`config.mk`:
```
export PLATFORM = sky130hd
export DESIGN_NAME = sorttab_cell
export DESIGN_NICKNAME = d
export VERILOG_FILES = /design/src/sv/sorttab_pkg.sv /design/src/sv/sorttab_cell.sv
export SDC_FILE = /design/constraint.sdc
export NUM_CORES = 1
export LEC_CHECK = 0
export BUFFER_PORTS_ARGS = -buffer_cell sky130_fd_sc_hd__buf_2
export CORE_MARGIN = 3
export CORE_UTILIZATION = 40
export DETAILED_ROUTE_END_ITERATION = 10
export PLACE_DENSITY = 0.73
export SLEW_MARGIN = 10
export SYNTH_ARGS = -nofsm -noshare
export SYNTH_HDL_FRONTEND = slang
export SYNTH_SLANG_ARGS = --single-unit
```
`constraint.sdc`:
```
create_clock -name clk -period 5.1 [get_ports clk]
set_input_delay 1.53 -clock clk [delete_from_list [all_inputs] [get_ports clk]]
set_output_delay 1.53 -clock clk [all_outputs]
set_load 0.005 [all_outputs]
```
`src/sv/sorttab_pkg.sv`:
```
`timescale 1ns / 1ps
// ----------------------------------------------------------------------------
// Sorted table package
// Word types, status codes, controller states and the control bundle that the
// controller broadcasts to every cell of the chain.
// ----------------------------------------------------------------------------
package sorttab_pkg;

  // Request kinds.
  localparam logic REQ_INSERT = 1'b0;
  localparam logic REQ_DELETE = 1'b1;

  // Result status codes.
  typedef enum logic [1:0] {
    ST_INSERTED  = 2'd0,
    ST_DELETED   = 2'd1,
    ST_NOT_FOUND = 2'd2,
    ST_FULL      = 2'd3
  } status_t;

  // Input word.
  typedef struct packed {
    logic              req_type;
    logic signed [31:0] value;
  } in_word_t;

  // Result word.
  typedef struct packed {
    status_t           status;
    logic [6:0]        count_after;
    logic signed [31:0] smallest;
    logic signed [31:0] largest;
  } out_word_t;

  // Controller states.
  typedef enum logic [1:0] {
    S_IDLE,
    S_APPLY,
    S_EMIT
  } state_t;

  // Control broadcast to all cells.
  typedef struct packed {
    logic              load;
    logic              apply;
    logic              is_del;
    logic signed [31:0] value;
  } cell_ctl_t;

endpackage

```
`src/sv/sorttab_cell.sv`:
```
`timescale 1ns / 1ps
// ----------------------------------------------------------------------------
// Sorted table cell
// Holds one table entry. On a load it compares its entry with the request
// value and keeps the result; on an apply it either keeps its entry, takes
// the new value, or takes a neighbor's entry so that the row shifts by one.
// ----------------------------------------------------------------------------
module sorttab_cell (
  input  logic                   clk,
  input  logic                   rst_n,
  input  sorttab_pkg::cell_ctl_t ctl,
  input  logic                   valid,
  input  logic signed [31:0]     left_data,
  input  logic                   left_ge,
  input  logic signed [31:0]     right_data,
  output logic signed [31:0]     data,
  output logic                   ge,
  output logic                   eq
);
  import sorttab_pkg::*;

  logic signed [31:0] data_r;
  logic signed [31:0] data_nxt;
  logic               ge_r;
  logic               eq_r;

  // Compare flags. For an insert the cell is at or past the insertion point
  // when it is empty or holds a strictly greater entry; for a delete when it
  // is empty or holds an entry not less than the value.
  always_ff @(posedge clk) begin
    if (!rst_n) begin
      ge_r <= 1'b0;
      eq_r <= 1'b0;
    end else if (ctl.load) begin
      ge_r <= !valid || (ctl.is_del ? (data_r >= ctl.value) : (data_r > ctl.value));
      eq_r <= valid && (data_r == ctl.value);
    end
  end

  // Next entry: deletes pull from the right, inserts push to the right.
  always_comb begin
    data_nxt = data_r;
    if (ctl.is_del) begin
      if (ge_r) begin
        data_nxt = right_data;
      end
    end else if (left_ge) begin
      data_nxt = left_data;
    end else if (ge_r) begin
      data_nxt = ctl.value;
    end
  end

  always_ff @(posedge clk) begin
    if (ctl.apply) begin
      data_r <= data_nxt;
    end
  end

  assign data = data_r;
  assign ge   = ge_r;
  assign eq   = eq_r;

endmodule

```
Word level (Yosys, flattened, before mapping). Index checks and enable logic that the tools add are counted.

Register bits: 34. Logic and storage cells: 17.

$lt $le $gt $ge: 2. Equal/unequal tests: 2. Multiplexer cells: 5. Reductions and logical operators: 5.

Operator list (number): 2-to-1 mux 32 bit (4); equality test 32 bit (1); greater-or-equal comparator 32 bit (1); greater-than comparator 32 bit (1); AND reduction 3 bit (1); != test 2 x 1 -> 1 bit, second input constant (1); nonzero test 2 bit (1); logical AND 1 bit (1); logical NOT 1 bit (1); logical OR 1 bit (1); 2-to-1 mux 1 bit (1).

Depth between registers and ports, before layout. Gate-level depths: netlist (run 1).

Depth after elaboration: 3. Depth in mapped cells: 8. Depth with buffers taken out: 8.

Least setup slack after synthesis (run 1). Ideal clock, no wire load.

Path kind: input to register. Start point: input port ctl[23] in the netlist's numbering. End point: register ge_r, in the netlist ge. Arrival time: 3076 ps. Required time: 5038 ps. Path slack: 1963 ps. Stages: 8. Buffers on the path: 0. Cells stage by stage: inv_1 -> ha_1 -> a21oi_2 -> o21ai_1 -> a221o_1 -> a211o_1 -> or3b_1 -> nand3_1.

Cells in the longest elaborated chain, start to end: 3.

Ends and longest elaborated chain: start: declaration (line sorttab_cell.sv:11) `input sorttab_pkg::cell_ctl_t ctl,`; greater-than comparator 32 bit / greater-or-equal comparator 32 bit (equally long branches) (line sorttab_cell.sv:35) `ge_r <= !valid || (ctl.is_del ? (data_r >= ctl.value) : (data_r > ctl.value));`; 2-to-1 mux 1 bit (*) (line sorttab_cell.sv:35); logical OR 1 bit (*) (line sorttab_cell.sv:35); end signal: assignment (line sorttab_cell.sv:35); end: declaration (line sorttab_cell.sv:24) `logic ge_r;`.

Every way passes the cells marked *; elsewhere a longest branch is shown, timed or not. A chain may end at the register's enable or synchronous reset.

Final worst setup path (run 1). Same ends and word-level chain as after synthesis.

==> qor.txt, run 1 <==
Initial antenna violation count = 0
Die width = 85.6 um
Clock Sink Count = 34
Vias in the first global route = 2,326
Clock share of power = 0.256
Largest area contributor in the netlist = edfxtp_1
Post-synthesis instance total = 266
Layout Nets = 536
Final Hold Fails = 0
Switching Share = 0.287
Critical path required time = 5.32 ns
Setup-failing EPs final = 0
Ant diodes = 0
Count leader, synth = nand2_1
Slew Limit Fails = 0
Cell variety after synth = 30
Yosys top cell area share = 0.380
Post-synth top cells = 37 x nand2_1, 35 x o21ai_0
Synth Area per Inst = 9.52 sq um
HPWL after DPL = 5360 um
Avg WL per Cell = 13.7 um
Post-synth top flop = edfxtp_1
Outcome = finished clean
Worst clock skew = 0.00552 ns
CP endpoint kind = flip-flop
Max frequency = 326 MHz
# IOs = 137
Metal3 WL = 485 um
Layout cells sized above 1 = 0.366
Asr flop ratio synth = 0
P_int = 0.000528 W
First-pass GRT wire length = 10,400 um
Pin slew with the least headroom to its limit = 0.727 ns
Layout filler cell count = 564
Hold buffers post-CTS = 0
Chip height = 85.6 um
Max cap viols = 0
Largest net degree at the start of global routing = 66
Min-Delay Path Class = reg2reg
Vias per cell = 5.01
Worst vdd ir = 0.129 mV
Min Tclk post-route = 3.07 ns
All-Layer GR Usage = 0.178
CTS H-tree depth = 2
Dominant cells by area after synthesis = edfxtp_1 38%, ha_1 16%, mux2i_1 13%
Vias = 2,390
DR iter-0 viols = 82
EDFF count, synth = 32
Slew HR = 0.515
Root buffer cell = clkbuf_8
Data arrival, critical path = 3.29 ns
Crit path max fanout = 3
Sequential group share of total power = 0.473
Setup bufs post-CTS = 0
CTS resizes = 0
Syn Nets = 401
Sequential share of the synthesized area = 0.395
Fin Setup TNS = 0 ns
Synth warnings = 0
First-pass detailed-route iteration total = 4
Met2 routed WL = 3210 um
Net Switching = 0.000213 W
CTS tree = built
Residual DRC = 0
Leak Pwr = 1.75 nW
CP startpoint kind = input port
Num rows = 28
Synthesized cell area = 2530 sq um
Total chip power = 0.000741 W
IO buf count = 136
Clock Latency Late Sink = 0.28 ns
Yosys reg bits = 34
Initial Utilization = 0.420
Worst-path clk slew = 0.07 ns
CTS Buffer Depth = 2
Final GP Congestion = 0.812
Metal-1 WL = 2780 um
CTS buffer count = 5
Total Wirelength = 6530 um
Antenna-violating nets left = 0
Combinational group share of total power = 0.271
Core Area = 6030 sq um
RSZ-0062 raised after global routing = false
Top layer in use = met4
Full die area = 7320 sq um
PwrDens = 220 nW/um^2
Grt ovf = 0
Fin crit share = 0.602
CP Class = in2reg
P&R area growth vs syn = 32.9%
==> cell type report <==
class | count | area [sq um] | share of cell area
repair buffers | 139 | 703 | 0.209
multi-input cells | 189 | 1370 | 0.406
clock buffers | 6 | 72.6 | 0.0216
well taps | 75 | 93.8 | 0.0279
clock inverters | 2 | 8.76 | 0.00260
flip-flops and latches | 34 | 1000 | 0.298
inverters | 32 | 120 | 0.0357
==> cell families (layout without fill, tap and decap cells) <==
family | Yosys count | after routing | synth area share
AND/OR/NAND/NOR | 64 | 64 | 0.120
AO/OA/AOI/OAI | 61 | 61 | 0.135
buffers and inverters | 43 | 179 | 0.0653
flip-flops | 34 | 34 | 0.395
adder cells (fa/ha/maj) | 32 | 32 | 0.158
multiplexers | 32 | 32 | 0.127
==> power by group through the flow <==
stage / clock, W / combinational, W / sequential (W)
after floorplan: 0 / 0.000107 / 0.000357
after global placement: 0 / 0.000197 / 0.000356
after detailed placement: 0 / 0.000203 / 0.000357
after CTS: 0.000199 / 0.000204 / 0.000350
after global routing: 0.000210 / 0.000229 / 0.000353
final: 0.000190 / 0.000201 / 0.000350
==> sequential cells by signal, summed over array words and instances, names as in the netlist <==
name,cells
eq,1
ge,1
data,32
==> worst paths after layout <==
kind                  from  to  slack (ns)  cells past startpoint
setup reg to reg  data[23]  ge        2.98                      7
setup / recovery   ctl[23]  ge        2.03                      9
hold / removal          eq  eq        0.48                      2
hold reg to reg         eq  eq        0.48                      2
==> placed cells by master, fill, tap and decap left out, drive strengths merged, types with 3 or more instances in the layout <==
cell	netlist	layout
buf	3	139
nand2	37	37
o21ai	36	36
inv	32	32
mux2i	32	32
ha	32	32
edfxtp	32	32
a21oi	14	14
nand4	10	10
nand3	6	6
clkbuf	8	6
nor4	3	3
==> stage by stage <==
step	std cells	cell area (sq um)	util	hold slack (ns)	setup WS [ns]
final	477	3360	0.558	0.478	2.03
after global routing	477	3360	0.558	0.506	1.84
after global placement	469	3280	0.545	0.462	1.74
after detailed placement	469	3280	0.545	0.467	1.75
after floorplan	266	2530	-	0.470	1.96
after CTS	477	3360	0.558	0.477	2.04
==> routing by layer <==
layer  GRT usage  up-vias
met1       0.215     1073
li1            -     1232
met3      0.0442        4
met4      0.0518        0
met2       0.315       81
met5           0        -
==> worst max-delay path: stages <==
cell,delay [ns]
buf_2,0.09
inv_1,0.04
ha_1,0.32
a21oi_2,0.14
o21ai_1,0.09
a221o_1,0.36
a211o_1,0.28
or3b_1,0.37
nand3_1,0.07
(Power assumes the default switching activity.)
==> run 2, diff against run 1 <==
Settings changed: ABC_AREA set to 1, PLACE_DENSITY 0.73 to 0.72.
Clock period 5.1 ns to 2.87 ns, I/O delays scaled along.
==> qor.txt, run 2 <==
HPWL after DPL = 5670 um (was 5360 um)
Post-synthesis instance total = 306 (was 266)
Residual DRC = 0 (unchanged)
Flop2flop setup slack = 1.19 ns (was 2.98 ns)
Sequential group share of total power = 0.458 (was 0.473)
Clock share of power = 0.282 (was 0.256)
Worst-path clk slew = 0.07 ns (about the same)
Root buffer cell = clkbuf_8 (unchanged)
Clock Latency Late Sink = 0.29 ns (was 0.28 ns)
First-pass detailed-route iteration total = 4 (unchanged)
Die width = 86.7 um (was 85.6 um)
Synthesized cell area = 2610 sq um (was 2530 sq um)
Min-Delay Endpoint = eq (unchanged)
Post-Synth Adder-Cell Area = 0.154 (was 0.158)
Core Area = 6130 sq um (was 6030 sq um)
P&R area growth vs syn = 32.7% (was 32.9%)
Cell variety after synth = 23 (was 30)
Yosys reg bits = 34 (unchanged)
IO buf count = 136 (unchanged)
Clock Sink Count = 34 (unchanged)
Simple-Gate Fraction of Synth Area = 0.148 (was 0.120)
CP Class = in2reg (unchanged)
Total Wirelength = 6960 um (was 6530 um)
Syn Nets = 441 (was 401)
Outcome = finished clean (unchanged)
CTS H-tree depth = 2 (unchanged)
Antenna-violating nets left = 0 (unchanged)
Final GP Congestion = 0.785 (was 0.812)
Yosys top cell area share = 0.369 (was 0.380)
Setup bufs post-CTS = 0 (unchanged)
Pin slew with the least headroom to its limit = 0.597 ns (was 0.727 ns)
Largest family of logic cells by synthesized area = compound AO/OA/AOI/OAI gates (was adder cells)
Hold buffers post-CTS = 0 (unchanged)
CP startpoint kind = input port (unchanged)
Ant diodes = 0 (unchanged)
Post-synth top cells = 69 x nand2_1, 44 x inv_1, 32 x edfxtp_1, 32 x ha_1, 32 x o21a_1 (was 37 x nand2_1, 35 x o21ai_0)
Fin Setup TNS = 0 ns (unchanged)
Synth Area per Inst = 8.52 sq um (was 9.52 sq um)
DR iter-0 viols = 100 (was 82)
Fin crit share = 0.685
RSZ-0062 raised after global routing = false (unchanged)
All-Layer GR Usage = 0.186 (was 0.178)
Chip height = 86.7 um (was 85.6 um)
Combinational group share of total power = 0.259 (was 0.271)
CTS Buffer Depth = 2 (unchanged)
Initial Utilization = 0.425 (was 0.420)
EDFF count, synth = 32 (unchanged)
Largest area contributor in the netlist = edfxtp_1 (unchanged)
Switching Share = 0.279 (was 0.287)
CTS resizes = 0 (unchanged)
Max cap viols = 0 (unchanged)
Post-synthesis xor/xnor area fraction = 0 (unchanged)
Finished Cell Area = 3460 sq um (was 3360 sq um)
Worst Hold Depth = 2 (unchanged)
P_int = 0.000943 W (was 0.000528 W)
Data arrival, critical path = 2.19 ns (was 3.29 ns)
Avg WL per Cell = 13.5 um (was 13.7 um)
Worst Reg-to-Reg Cells = 10 (was 7)
Largest net degree at the start of global routing = 62 (was 66)
Mux contribution to synthesized area = 0 (was 0.127)
Post-synth top flop = edfxtp_1 (unchanged)
Most frequent cells in the layout = 136 x buf_2, 69 x nand2_1, 44 x inv_1 (was 136 x buf_2, 37 x nand2_1, 35 x o21ai_0)
Leak Pwr = 1.75 nW (about the same)
CTS buffer count = 5 (unchanged)
Commonest non-fill, non-tap cell in the layout = buf_2 (unchanged)
Vias in the first global route = 2,545 (was 2,326)
Post-synthesis compound-gate area fraction = 0.229 (was 0.135)
Vias = 2,571 (was 2,390)
Slew HR = 0.602 (was 0.515)
Worst clock skew = 0.00332 ns (was 0.00552 ns)
Layout Nets = 576 (was 536)
Fin Hold WS = 0.477 ns (was 0.478 ns)
Final Hold Fails = 0 (unchanged)
Max frequency = 508 MHz
First-pass GRT wire length = 11,000 um (was 10,400 um)
CP endpoint kind = flip-flop (unchanged)
Min-Delay Path Class = reg2reg (unchanged)
Dominant cells by area after synthesis = edfxtp_1 37%, ha_1 15%, nand2_1 9.9% (was edfxtp_1 38%, ha_1 16%, mux2i_1 13%)
Placed cell areas = 3370 sq um (was 3280 sq um)
Asr flop ratio synth = 0 (unchanged)
Num rows = 28 (unchanged)
Synth warnings = 0 (unchanged)
Grt ovf = 0 (unchanged)
Count leader, synth = nand2_1 (unchanged)
Slew Limit Fails = 0 (unchanged)
Setup-failing EPs final = 0 (unchanged)
Min-delay src = eq (unchanged)
Critical path required time = 3.10 ns (was 5.32 ns)
Worst vdd ir = 0.252 mV (was 0.129 mV)
Vias per cell = 4.97 (was 5.01)
FF-to-FF End = ge (unchanged)
Crit path max fanout = 3 (unchanged)
Full die area = 7520 sq um (was 7320 sq um)
Min Tclk post-route = 1.97 ns
Largest register FFs = 32 (unchanged)
PwrDens = 378 nW/um^2 (was 220 nW/um^2)
Initial antenna violation count = 0 (unchanged)
Net Switching = 0.000364 W (was 0.000213 W)
RR Startpoint = data[23] (unchanged)
Layout cells sized above 1 = 0.353 (was 0.366)
# IOs = 137 (unchanged)
CTS tree = built (unchanged)
Sequential share of the synthesized area = 0.384 (was 0.395)
[run 2: changes by cell type after synthesis, sizes merged, moves of 3 or more]
cell,delta
o21ai,-33
a21oi,+7
nand4,-8
nor4,-3
clkbuf,+4
o211ai,+28
mux2i,-32
o21a,+31
nand2,+35
inv,+13
nor2,+12
[run 2: power groups by stage]
stage,Combinational [W],Clock [W],Sequential [W]
CTS,0.000344,0.000376,0.000600
floorplan,0.000190,0,0.000613
global route,0.000388,0.000401,0.000602
finish,0.000339,0.000369,0.000599
global placement,0.000333,0,0.000610
detailed placement,0.000342,0,0.000610
[run 2: how the worst max path moves through the flow]
stage               startpoint  endpoint  slack (ns)
floorplan              left_ge   data[0]        0.54
finish                 ctl[23]        ge        0.90
detailed placement     ctl[23]        ge        0.58
global route           ctl[23]        ge        0.77
global placement       ctl[31]        ge        0.62
CTS                    ctl[23]        ge        0.88
[run 2: metrics by stage]
stage | instances | worst slack, ns | util | power [W]
floorplan | 306 | 0.541 | - | 0.000802
global placement | 509 | 0.616 | 0.550 | 0.000943
detailed placement | 509 | 0.582 | 0.550 | 0.000952
CTS | 517 | 0.876 | 0.564 | 0.00132
global route | 517 | 0.768 | 0.564 | 0.00139
finish | 517 | 0.903 | 0.564 | 0.00131
[run 2: cells by family after synthesis]
group                      after synthesis
DFF                                     34
and+or+nand+nor                         94
buffers and inverters                   59
adders and majority gates               32
AOI/OAI and AO/OA                       87
[run 2: final cells by class]
cell class | instances | area [sq um]
clock buffer | 8 | 90.1
fill | 590 | 2670
inverter | 46 | 173
multi-input combinational | 213 | 1380
sequential | 34 | 1000
tap | 75 | 93.8
timing repair buffer | 141 | 718
[run 2: metal layers]
metal | routed length, um | track usage | vias up
met4 | 73 | 0.0510 | 0
met3 | 503 | 0.0494 | 6
li1 | - | - | 1322
met5 | 0 | 0 | -
met1 | 2840 | 0.219 | 1162
met2 | 3540 | 0.332 | 81
[run 2: worst max-delay path, cell delays in order]
cell and delay [ns]:
buf_2 0.07, inv_1 0.05, ha_1 0.30, nand2_1 0.08
nor2_1 0.15, nand4_1 0.15, nor2_2 0.13, and2_4 0.17
nand2_2 0.05, nand3_2 0.06, inv_2 0.03, a21oi_2 0.11
==> run 3, diff against run 2 <==
Settings changed: PLACE_DENSITY 0.72 to 0.75.
Clock period 2.87 ns to 1.7 ns, I/O delays scaled along.
==> qor.txt, run 3 (synthesized netlist as in run 2, its figures left out) <==
Vias per cell = 4.94 (was 4.97)
Min Tclk post-route = 1.63 ns
Dpl ws = -0.201 ns (was 0.582 ns)
CTS tree = built (unchanged)
First-pass GRT wire length = 11,200 um (was 11,000 um)
CP Class = reg2reg (was in2reg)
Max frequency = 613 MHz
Fin Hold WS = 0.462 ns (was 0.477 ns)
DR iter-0 viols = 114 (was 100)
Slew HR = 0.812 (was 0.602)
Crit path max fanout = 3 (unchanged)
Final Hold Fails = 0 (unchanged)
Most frequent cells in the layout = 136 x buf_2, 65 x nand2_1, 43 x inv_1, 32 x edfxtp_1, 31 x o21a_1 (was 136 x buf_2, 69 x nand2_1, 44 x inv_1)
Residual DRC = 0 (unchanged)
PwrDens = 598 nW/um^2 (was 378 nW/um^2)
Clock Latency Late Sink = 0.28 ns (was 0.29 ns)
Largest register FFs = 32 (unchanged)
Initial antenna violation count = 0 (unchanged)
Full die area = 7520 sq um (unchanged)
Antenna-violating nets left = 0 (unchanged)
Worst-path clk slew = 0.07 ns (about the same)
Data arrival, critical path = 1.85 ns (was 2.19 ns)
CTS buffer count = 5 (unchanged)
Ant diodes = 0 (unchanged)
Grt ovf = 0 (unchanged)
Total Wirelength = 7310 um (was 6960 um)
Critical path required time = 1.92 ns (was 3.10 ns)
Outcome = finished clean (unchanged)
Core Area = 6130 sq um (unchanged)
Layout Nets = 600 (was 576)
HPWL after DPL = 6030 um (was 5670 um)
Die width = 86.7 um (unchanged)
Layout cells sized above 1 = 0.431 (was 0.353)
Fin crit share = 0.960
CTS Buffer Depth = 2 (unchanged)
Commonest non-fill, non-tap cell in the layout = buf_2 (unchanged)
Setup ws final = 0.0674 ns (was 0.903 ns)
Initial Utilization = 0.425 (unchanged)
Clock Sink Count = 34 (unchanged)
CP startpoint kind = flip-flop (was input port)
Slew Limit Fails = 0 (unchanged)
All-Layer GR Usage = 0.189 (was 0.186)
P&R area growth vs syn = 46.1% (was 32.7%)
IO buf count = 136 (unchanged)
First-pass detailed-route iteration total = 5 (was 4)
Pin slew with the least headroom to its limit = 0.282 ns (was 0.597 ns)
Largest net degree at the start of global routing = 32 (was 62)
Avg WL per Cell = 13.5 um (about the same)
Vias = 2,674 (was 2,571)
Leak Pwr = 1.88 nW (was 1.75 nW)
Final GP Congestion = 0.832 (was 0.785)
CTS H-tree depth = 2 (unchanged)
Setup-failing EPs final = 0 (unchanged)
Worst vdd ir = 0.404 mV (was 0.252 mV)
Vias in the first global route = 2,561 (was 2,545)
Root buffer cell = clkbuf_8 (unchanged)
Num rows = 28 (unchanged)
Min-Delay Path Class = reg2reg (unchanged)
CP endpoint kind = flip-flop (unchanged)
RSZ-0062 raised after global routing = true (was false)
Worst clock skew = 0.00686 ns (was 0.00332 ns)
Max cap viols = 0 (unchanged)
Chip height = 86.7 um (unchanged)
# IOs = 137 (unchanged)
run 3: critical path: stages (launching register included):
cell,delay [ns]
edfxtp_1,0.44
ha_4,0.30
nand2_2,0.04
nor2_2,0.11
nand4_1,0.14
nor2_2,0.14
and2_4,0.16
nand2_2,0.05
nand3_2,0.06
inv_2,0.03
a21oi_2,0.10
run 3: what timing repair did:
item / CTS / global route
hold buffers: 0 / 0
resized for setup: 0 / 22
setup buffers: 0 / 2
setup endpoints to repair: 0 / 2
run 3: area by class of cell:
class                   count  area, sq um
clock buffers               8         80.1
multi-input cells         213         1510
fillers                   548         2320
well taps                  75         93.8
flip-flops and latches     34         1000
repair buffers            165          948
inverters                  46          173
run 3: path summary, 6_finish.rpt:
path | start | endpoint | slack, ns | cells after the start
max | data[21] | ge | 0.07 | 10
min | eq | eq | 0.46 | 2
max reg2reg | data[21] | ge | 0.07 | 10
min reg2reg | eq | eq | 0.46 | 2
run 3: metrics by stage:
step	util	cell area (sq um)	std cells	power, W	setup TNS (ns)
floorplan	-	2610	306	0.00135	0
global placement	0.585	3590	531	0.00165	-0.317
detailed placement	0.585	3590	531	0.00167	-0.389
CTS	0.598	3670	539	0.00225	0
global route	0.621	3810	541	0.00244	-0.0413
finish	0.621	3810	541	0.00228	0
run 3: routing by layer:
metal | GRT usage | wire length, um | part of all wire
met3 | 0.0494 | 459 | 0.063
met5 | 0 | 0 | 0
met1 | 0.222 | 2960 | 0.40
met4 | 0.0453 | 90 | 0.012
met2 | 0.341 | 3810 | 0.52
run 3: power by group:
part / internal [W] / switching [W] / leakage (nW) / total [W]
Sequential: 0.000986 / 0.0000306 / 0.314 / 0.00102
Combinational: 0.000353 / 0.000330 / 1.53 / 0.000683
Clock: 0.000291 / 0.000287 / 0.0395 / 0.000578
